File: config.mk
export PLATFORM = sky130hd
export DESIGN_NAME = echo_range_spike_filter
export DESIGN_NICKNAME = d
export VERILOG_FILES = /design/src/rtl/erf_pkg.sv /design/src/rtl/echo_range_spike_filter.sv /design/src/rtl/erf_range.sv /design/src/rtl/erf_filter.sv
export SDC_FILE = /design/constraint.sdc
export NUM_CORES = 1
export LEC_CHECK = 0
export ABC_CLOCK_PERIOD_IN_PS = 28100
export BUFFER_PORTS_ARGS = -buffer_cell sky130_fd_sc_hd__clkbuf_2
export CELL_PAD_IN_SITES_DETAIL_PLACEMENT = 1
export CELL_PAD_IN_SITES_GLOBAL_PLACEMENT = 1
export CORE_MARGIN = 5
export CORE_UTILIZATION = 30
export DETAILED_ROUTE_END_ITERATION = 6
export HOLD_SLACK_MARGIN = 0.06
export PLACE_DENSITY_LB_ADDON = 0.1
export SLEW_MARGIN = 40
export SYNTH_ARGS = -nofsm -noshare
export SYNTH_HDL_FRONTEND = slang
export SYNTH_SLANG_ARGS = --single-unit
export TNS_END_PERCENT = 1
File: constraint.sdc
create_clock -name clk -period 28.1 [get_ports clk]
set_clock_uncertainty 0.2 [all_clocks]
set_input_delay 2.81 -clock clk [delete_from_list [all_inputs] [get_ports clk]]
set_output_delay 2.81 -clock clk [all_outputs]
set_load 0.05 [all_outputs]
File: src/rtl/erf_pkg.sv
// ----------------------------------------------------------------------------
// erf_pkg
// Shared types, widths and register codes of the echo range spike filter.
// ----------------------------------------------------------------------------
package erf_pkg;

  localparam int CounterBitsDef = 16;
  localparam int CountW         = 16;
  localparam int ScaleW         = 24;
  localparam int DistW          = 16;
  localparam int ScaleFrac      = 16;
  localparam int CfgIdxW        = 2;
  localparam int CfgDataW       = 24;

  localparam logic [CountW-1:0] PeriodReset = 16'd29999;
  localparam logic [ScaleW-1:0] ScaleReset  = 24'd17825;
  localparam logic [DistW-1:0]  LimitReset  = 16'd800;
  localparam logic [DistW-1:0]  DistMax     = '1;

  typedef enum logic [CfgIdxW-1:0] {
    CFG_PERIOD = 2'd0,
    CFG_SCALE  = 2'd1,
    CFG_LIMIT  = 2'd2
  } cfg_idx_t;

  typedef enum logic {
    KIND_RISE = 1'b0,
    KIND_FALL = 1'b1
  } kind_t;

  typedef struct packed {
    logic [CountW-1:0] period_last_count;
    logic [ScaleW-1:0] ticks_scale;
    logic [DistW-1:0]  jump_limit;
  } cfg_t;

endpackage

File: src/rtl/echo_range_spike_filter.sv
// ----------------------------------------------------------------------------
// echo_range_spike_filter
// Echo edge timing to distance with a spike-rejecting jump filter.
// ----------------------------------------------------------------------------
// Takes one edge word per cycle while s_tready is high. A rising edge stores
// its count and gives no result; a falling edge gives one result word: input
// register, pulse length and scaling multiply into the raw distance register,
// then the jump filter into the output register. The single multiplier stage
// sets the rate of one word per cycle; a waiting result lets one more falling
// edge fill the raw distance register, after which the input stalls.
module echo_range_spike_filter import erf_pkg::*; #(
  parameter int COUNTER_BITS = CounterBitsDef
) (
  input  logic                clk,
  input  logic                rst,
  input  logic                s_tvalid,
  output logic                s_tready,
  input  logic [CountW-1:0]   s_tdata,    // [15:0] capture_count
  input  logic                s_tuser,    // [0] kind
  output logic                m_tvalid,
  input  logic                m_tready,
  output logic [2*DistW-1:0]  m_tdata,    // [15:0] distance, [31:16] raw_distance
  output logic                m_tuser,    // [0] spike_held
  input  logic                cfg_valid,
  output logic                cfg_ready,
  input  logic [CfgIdxW-1:0]  cfg_index,
  input  logic [CfgDataW-1:0] cfg_data
);

  cfg_t              cfg;
  logic              v1;
  kind_t             in_kind;
  logic [CountW-1:0] in_count;
  logic              v2;
  logic              o_free;
  logic              v2_go;
  logic              s2_free;
  logic              s1_go;
  logic [DistW-1:0]  raw_q;
  logic [DistW-1:0]  distance;
  logic [DistW-1:0]  raw_distance;
  logic              spike_held;

  assign cfg_ready = 1'b1;

  always_ff @(posedge clk) begin
    if (rst) begin
      cfg.period_last_count <= PeriodReset;
      cfg.ticks_scale       <= ScaleReset;
      cfg.jump_limit        <= LimitReset;
    end else if (cfg_valid) begin
      unique case (cfg_index)
        CFG_PERIOD: cfg.period_last_count <= cfg_data[CountW-1:0];
        CFG_SCALE:  cfg.ticks_scale       <= cfg_data[ScaleW-1:0];
        CFG_LIMIT:  cfg.jump_limit        <= cfg_data[DistW-1:0];
        default: ;
      endcase
    end
  end

  assign o_free   = !m_tvalid || m_tready;
  assign v2_go    = v2 && o_free;
  assign s2_free  = !v2 || v2_go;
  assign s1_go    = v1 && (in_kind == KIND_RISE || s2_free);
  assign s_tready = !v1 || s1_go;

  always_ff @(posedge clk) begin
    if (rst) begin
      v1       <= 1'b0;
      v2       <= 1'b0;
      m_tvalid <= 1'b0;
    end else begin
      if (s_tvalid && s_tready) begin
        v1 <= 1'b1;
      end else if (s1_go) begin
        v1 <= 1'b0;
      end
      if (s1_go && in_kind == KIND_FALL) begin
        v2 <= 1'b1;
      end else if (v2_go) begin
        v2 <= 1'b0;
      end
      if (v2_go) begin
        m_tvalid <= 1'b1;
      end else if (m_tready) begin
        m_tvalid <= 1'b0;
      end
    end
  end

  always_ff @(posedge clk) begin
    if (s_tvalid && s_tready) begin
      in_kind  <= kind_t'(s_tuser);
      in_count <= s_tdata;
    end
  end

  erf_range #(
    .COUNTER_BITS(COUNTER_BITS)
  ) u_range (
    .clk          (clk),
    .rst          (rst),
    .load_start   (s1_go && in_kind == KIND_RISE),
    .load_raw     (s1_go && in_kind == KIND_FALL),
    .capture_count(in_count),
    .cfg          (cfg),
    .raw_distance (raw_q)
  );

  erf_filter u_filter (
    .clk         (clk),
    .rst         (rst),
    .load        (v2_go),
    .raw_in      (raw_q),
    .jump_limit  (cfg.jump_limit),
    .distance    (distance),
    .raw_distance(raw_distance),
    .spike_held  (spike_held)
  );

  assign m_tdata = {raw_distance, distance};
  assign m_tuser = spike_held;

`ifndef SYNTHESIS
  a_held_differs: assert property (@(posedge clk) disable iff (rst)
    (m_tvalid && m_tuser) |-> (m_tdata[DistW-1:0] != m_tdata[2*DistW-1:DistW]))
    else $error("held word carries its own raw distance");

  a_pass_equal: assert property (@(posedge clk) disable iff (rst)
    (m_tvalid && !m_tuser) |-> (m_tdata[DistW-1:0] == m_tdata[2*DistW-1:DistW]))
    else $error("accepted word differs from raw distance");

  a_ready_empty: assert property (@(posedge clk) disable iff (rst)
    !v1 |-> s_tready)
    else $error("input stalled with empty input register");

  a_rise_no_word: assert property (@(posedge clk) disable iff (rst)
    (s1_go && in_kind == KIND_RISE && !v2) |=> !v2)
    else $error("rising edge produced a word");
`endif

endmodule

File: src/rtl/erf_range.sv
// ----------------------------------------------------------------------------
// erf_range
// Pulse start capture, wrapped pulse length and scaling to a saturated
// distance, registered.
// ----------------------------------------------------------------------------
module erf_range import erf_pkg::*; #(
  parameter int COUNTER_BITS = CounterBitsDef
) (
  input  logic              clk,
  input  logic              rst,
  input  logic              load_start,
  input  logic              load_raw,
  input  logic [CountW-1:0] capture_count,
  input  cfg_t              cfg,
  output logic [DistW-1:0]  raw_distance
);

  localparam int CntW  = (COUNTER_BITS < CountW) ? COUNTER_BITS : CountW;
  localparam int ProdW = COUNTER_BITS + ScaleW;

  logic [CountW-1:0]       start_count;
  logic [COUNTER_BITS-1:0] s_cnt;
  logic [COUNTER_BITS-1:0] e_cnt;
  logic [COUNTER_BITS-1:0] p_cnt;
  logic [COUNTER_BITS-1:0] delta;
  logic [ProdW-1:0]        prod;
  logic [DistW-1:0]        raw_next;

  always_ff @(posedge clk) begin
    if (rst) begin
      start_count <= '0;
    end else if (load_start) begin
      start_count <= capture_count;
    end
  end

  always_comb begin
    s_cnt = COUNTER_BITS'(start_count[CntW-1:0]);
    e_cnt = COUNTER_BITS'(capture_count[CntW-1:0]);
    p_cnt = COUNTER_BITS'(cfg.period_last_count[CntW-1:0]);
    if (e_cnt >= s_cnt) begin
      delta = e_cnt - s_cnt;
    end else begin
      delta = p_cnt - s_cnt + e_cnt + COUNTER_BITS'(1);
    end
    prod = ProdW'(delta) * ProdW'(cfg.ticks_scale);
    if ((prod >> (ScaleFrac + DistW)) != '0) begin
      raw_next = DistMax;
    end else begin
      raw_next = prod[ScaleFrac +: DistW];
    end
  end

  always_ff @(posedge clk) begin
    if (load_raw) begin
      raw_distance <= raw_next;
    end
  end

endmodule

File: src/rtl/erf_filter.sv
// ----------------------------------------------------------------------------
// erf_filter
// Jump filter on the distance readings and the registered result word.
// ----------------------------------------------------------------------------
module erf_filter import erf_pkg::*; (
  input  logic             clk,
  input  logic             rst,
  input  logic             load,
  input  logic [DistW-1:0] raw_in,
  input  logic [DistW-1:0] jump_limit,
  output logic [DistW-1:0] distance,
  output logic [DistW-1:0] raw_distance,
  output logic             spike_held
);

  logic [DistW-1:0] held_distance;
  logic [DistW-1:0] held_distance_next;
  logic             have_reading;
  logic             spike_seen;
  logic             spike_seen_next;
  logic             held_next;
  logic [DistW-1:0] diff;

  always_comb begin
    diff               = (raw_in > held_distance) ? raw_in - held_distance
                                                  : held_distance - raw_in;
    held_distance_next = raw_in;
    spike_seen_next    = 1'b0;
    held_next          = 1'b0;
    if (have_reading && diff > jump_limit && !spike_seen) begin
      held_distance_next = held_distance;
      spike_seen_next    = 1'b1;
      held_next          = 1'b1;
    end
  end

  always_ff @(posedge clk) begin
    if (rst) begin
      held_distance <= '0;
      have_reading  <= 1'b0;
      spike_seen    <= 1'b0;
    end else if (load) begin
      held_distance <= held_distance_next;
      have_reading  <= 1'b1;
      spike_seen    <= spike_seen_next;
    end
  end

  always_ff @(posedge clk) begin
    if (load) begin
      distance     <= held_distance_next;
      raw_distance <= raw_in;
      spike_held   <= held_next;
    end
  end

endmodule
Yosys cells after proc, flatten, opt, wreduce, memory -nomap -nowiden
Index checks and enable logic that the tools add are counted.

storage, ports and cells
  register bits = 159
  output and inout bits = 36
  word-level logic and storage cells = 62

operators by class
  add/sub/neg operators = 6
  multipliers = 1
  $lt $le $gt $ge = 3
  equal/unequal tests = 2
  multiplexer cells = 10
  bitwise operators = 1
  reduce and logical (&&, ||, !) cells = 23

operators with widths
  operator                                                                number
  16-bit subtractor                                                       4
  16-bit two-way mux                                                      3
  16-bit by 24-bit multiplier with 40-bit output                          1
  40-bit nonzero test                                                     1
  16-bit greater-than comparator                                          2
  16-bit by 1-bit adder with 16-bit output (second input constant)        1
  16-bit adder                                                            1
  16-bit greater-or-equal comparator                                      1
  1-bit logical AND                                                       7
  1-bit two-way mux                                                       7
  2-bit AND reduction                                                     3
  2-bit nonzero test                                                      3
  1-bit logical NOT                                                       4
  1-bit logical OR                                                        4
  2-bit by 1-bit equality test with 1-bit output (second input constant)  1
  2-bit equality test (second input constant)                             1
  2-bit logical NOT                                                       1
  1-bit NOT                                                               1

Depth between registers and ports, before layout
  word-level depth = 9
  gate-level depth with buffers = 39
  gate-level depth less buffers = 36

By module
Synthesis repeated with hierarchy kept, for this count alone.

unflattened totals
  cell total of the unflattened synthesis = 2559
  area, all modules = 22680.5 µm²

by module, submodules not included
  module                   instances  cells an instance  area an instance (µm²)  sequential area each (µm²)
  erf_range                1          1871               15796.4                 800.8
  erf_filter               1          430                3917.5                  1351.3
  echo_range_spike_filter  1          258                2966.6                  1691.6

Worst setup path after synthesis
OpenSTA, ideal clock, no wires.

  path type = reg2reg
  from = register in_count[0]
  to = register u_range.raw_distance[11] (data pin)
  arrival = 9116 ps
  required time = 27645 ps
  setup slack = 18529 ps
  cell stages (with the launch flop) = 37
  clock period less this slack = 9571 ps
  cell sequence = edfxtp_1 > inv_1 > ha_1 > inv_1 > fa_1 > a211oi_2 > o21ai_2 > o211a_1 > nor3_1 > clkbuf_1 > buf_2 > nor2_1 > a21oi_1 > clkbuf_1 > nand2_1 > fa_1 > inv_1 > fa_1 > fa_1 > fa_1 > fa_1 > inv_1 > fa_1 > inv_1 > ha_1 > clkbuf_1 > nand4_1 > or3_1 > nor2_1 > nand2_1 > o211a_1 > o21a_1 > mux2i_1 > or4_1 > nor4_4 > buf_6 > nand2_2

between the ends
  word-level cells in the longest chain between the ends = 5
  elaborated cells between the ends (all ways) = 7

RTL lines
  element                                             RTL line                       source
  from (decl)                                         echo_range_spike_filter.sv:33  logic [CountW-1:0] in_count;
  from (signal assigned)                              echo_range_spike_filter.sv:94  in_count <= s_tdata;
  16-bit adder                                        erf_range.sv:44                delta = p_cnt - s_cnt + e_cnt + COUNTER_BITS'(1);
  16-bit by 1-bit adder with 16-bit output            erf_range.sv:44
  16-bit two-way mux (*)                              erf_range.sv:41                if (e_cnt >= s_cnt) begin
  16-bit by 24-bit multiplier with 40-bit output (*)  erf_range.sv:46                prod = ProdW'(delta) * ProdW'(cfg.ticks_scale);
  40-bit nonzero test                                 erf_range.sv:47                if ((prod >> (ScaleFrac + DistW)) != '0) begin
  to (signal assigned)                                erf_range.sv:56                raw_distance <= raw_next;
  to (decl)                                           erf_range.sv:15                output logic [DistW-1:0] raw_distance

Every way passes the cells marked *; elsewhere a longest branch is shown, timed or not.
A chain may end at the register's enable or synchronous reset.

Final worst setup path
  from = register in_count[2]
  to = register u_range.raw_distance[1] (data pin)

Same word-level chain as after synthesis.

==> flow_summary.yaml <==
status:
  outcome: "complete, no violations"
setup_path:
  required_ns: 28.11
  arrival_ns: 11.04
  worst_path_max_delay_cell: "or4_1"
  crit_family: "adder cells"
  cpMostUsedCell: "fa_1"
  critPathMaxStageDelay_ns: 0.56
  rr_endpoint: "u_range.raw_distance[1]"
  crit_fanout: 24
  regToRegSetupSlack_ns: 17.06
  crit_path_start_kind: "flip-flop"
  end_kind: "flip-flop"
  timing.rr.start: "in_count[2]"
  critical_path_class: "flip-flop to flip-flop"
  r2r_cells: 37
  critPathBufInv: 8
logic_synthesis:
  synth_mux_area_share_pct: 1.40
  synth_xor_area_share_pct: 2.28
  synth_flop_cell: "dfxtp_1"
  synth-edff-count: 66
  syn_inst: 2604
  async_flop_share_pct: 0
  synth_cell_type_count: 74
  ys_warn_count: 0
  synth_compound_area_share_pct: 11.6
  synthAdderAreaFrac_pct: 39.5
  synthSimpleGateAreaFrac_pct: 17.6
  synth_seq_cells: 159
  synth_top_family_by_area: "adder cells"
  synth_area_leaders: "fa_1, ha_1, edfxtp_1, dfxtp_1, inv_1"
  syn_nets: 3164
  netlist_area_mm2: 0.0223
  synth_top_area_cell: "fa_1"
  ys_seq_area_share_pct: 17.2
  synth.avg_cell_area_um2: 8.57
  yosysTopAreaCellShare_pct: 29.0
floorplan:
  start_util_pct: 30.1
  io_pins: 84
  dieArea_mm2: 0.0800
  rows: 100
  die_w_um: 283
  core-area_mm2: 0.0741
  die_y_um: 283
clock_tree:
  clockBufferDepth: 2
  cts_inserted_buffers: 17
  clkLatencyLatePin_ns: 0.48
  cts_tree: "yes"
  post_cts_resize_count: 0
  ctsHtreeMaxLevel: 4
  clock-root-buffer: "clkbuf_16"
  clkTransAtPathRegs_ns: 0.08
  postCtsHoldBufs: 0
  clock-sinks: 159
  cts_setup_buffers: 0
timing:
  setup-violations-final: 0
  worstMarginPinSlew_ns: 0.786
  post-route-min-period_ns: 11.04
  timing.final.crit_share_pct: 39.3
  maxSlewHeadroom_pct: 47.0
  hold_ws_ns: 0.256
  timing.final.ws_setup_ns: 17.06
  rsz0062_at_grt: "false"
  max_freq_mhz: 90.6
  maxSlewViolCount: 0
  final-hold-violation-count: 0
  setup_tns_ns: 0
place:
  pre_cts_ws_ns: 17.18
  dpl.hpwl_um: 60700
  io_buffers: 82
  place.gp.congestion: 0.868
layout:
  fin_nets: 3177
  layout_common_cells: "inv_1, nand2_1, fa_1"
  drive_gt1_share_pct: 8.21
  area_growth_pct: 9.95
  layout_commonest_cell: "inv_1"
  antenna_cells: 0
detailed_routing:
  num_vias: 17800
  drtIter0Drc: 802
  wl_um: 75200
  via_per_inst: 4.95
  wire_per_inst_um: 20.9
  drc: 0
  drt_first_pass_iters: 5
  antenna_left: 0
grt:
  grt.overflow.total: 0
  grt_pass1_wl_um: 118000
  track_usage_pct: 19.3
  grt_max_degree: 89
  grt_pass1_vias: 19800
  antenna_found_initial: 3
flow_run:
  max_cap_violations: 0
worst_hold_path:
  min-delay-path-class: "flip-flop to flip-flop"
  holdPathEnd: "cfg[14]"
  min_path_cells: 2
  min_from: "cfg[14]"
-- sequential cells by signal (all words and copies together), names as in the netlist --
register / flops
in_count: 16
m_tvalid: 1
u_filter.raw_distance: 16
in_kind: 1
u_filter.held_distance: 16
u_filter.have_reading: 1
u_filter.spike_held: 1
v1: 1
u_range.raw_distance: 16
u_filter.distance: 16
u_range.s_cnt: 16
v2: 1
u_filter.spike_seen: 1
cfg: 56
-- metal layers --
metal  wire [um]  global-route usage, %
met5           0                      0
met4        1930                   5.10
met3        2130                   2.07
met2       35900                   32.8
met1       35300                   26.4
-- logic make-up (layout without fill, tap and decap cells) --
group | Yosys count | after routing
buffers and inverters | 605 | 631
flip-flops | 159 | 159
AND/OR/NAND/NOR | 833 | 833
AO/OA/AOI/OAI | 405 | 405
adder cells (fa/ha/maj) | 512 | 512
multiplexers | 31 | 31
XOR/XNOR | 58 | 58
other | 1 | 1
-- metrics by stage --
stage / cell area, um^2 / utilization [%] / std cells
2_1_floorplan: 22300 / - / 2604
3_3_place_gp: 23800 / 32.1 / 3560
3_5_place_dp: 23900 / 32.3 / 3565
4_1_cts: 24500 / 33.1 / 3597
5_1_grt: 24600 / 33.1 / 3599
6_report: 24600 / 33.1 / 3599
-- cells in the mapped netlist (all sizes together), types with 3 or more instances --
master and number:
o211a 3, a21boi 8, nor2b 50, nand3 20
nor3b 4, a31oi 9, a41oi 3, a21oi 152
nor3 30, and2 113, o21a 23, fa 323
clkbuf 103, nor2 94, buf 17, a211oi 15
or3 14, nand4 25, o31ai 8, inv 485
a2111oi 3, xor2 17, and3 10, a211o 17
a31o 5, nand3b 9, nor4 6, and3b 5
a21o 56, xnor2 41, mux2i 29, dfxtp 93
o21bai 14, o21ai 65, edfxtp 66, or4 3
o211ai 5, and4 3, nand2b 16, nand2 430
ha 189
-- tightest hold or removal path, stage by stage, from the launching register on --
cell     delay, ns
dfxtp_1       0.31
nand2_1       0.05
a21oi_1       0.05
-- area by class of cell --
class                      instances  area, um^2
clock inverter                    15         188
timing repair buffer             114         702
multi-input combinational       1840       16300
clock buffer                      17         425
sequential                       159        3870
tap                              969        1210
inverter                         485        1820
fill                            8662       49500
-- how the worst max path moves through the flow --
stage	cells past startpoint	endpoint	slack [ns]	startpoint
finish	37	u_range.raw_distance[1]	17.06	in_count[2]
global route	37	u_range.raw_distance[1]	16.45	in_count[2]
CTS	36	u_range.raw_distance[1]	17.13	in_count[2]
detailed placement	36	u_range.raw_distance[1]	17.18	in_count[2]
global placement	34	u_range.raw_distance[1]	17.04	in_count[2]
floorplan	36	u_range.raw_distance[11]	18.53	in_count[0]
Power is not shown: default switching activity piles up to over one toggle a cycle in this logic, so the estimate is an artifact.
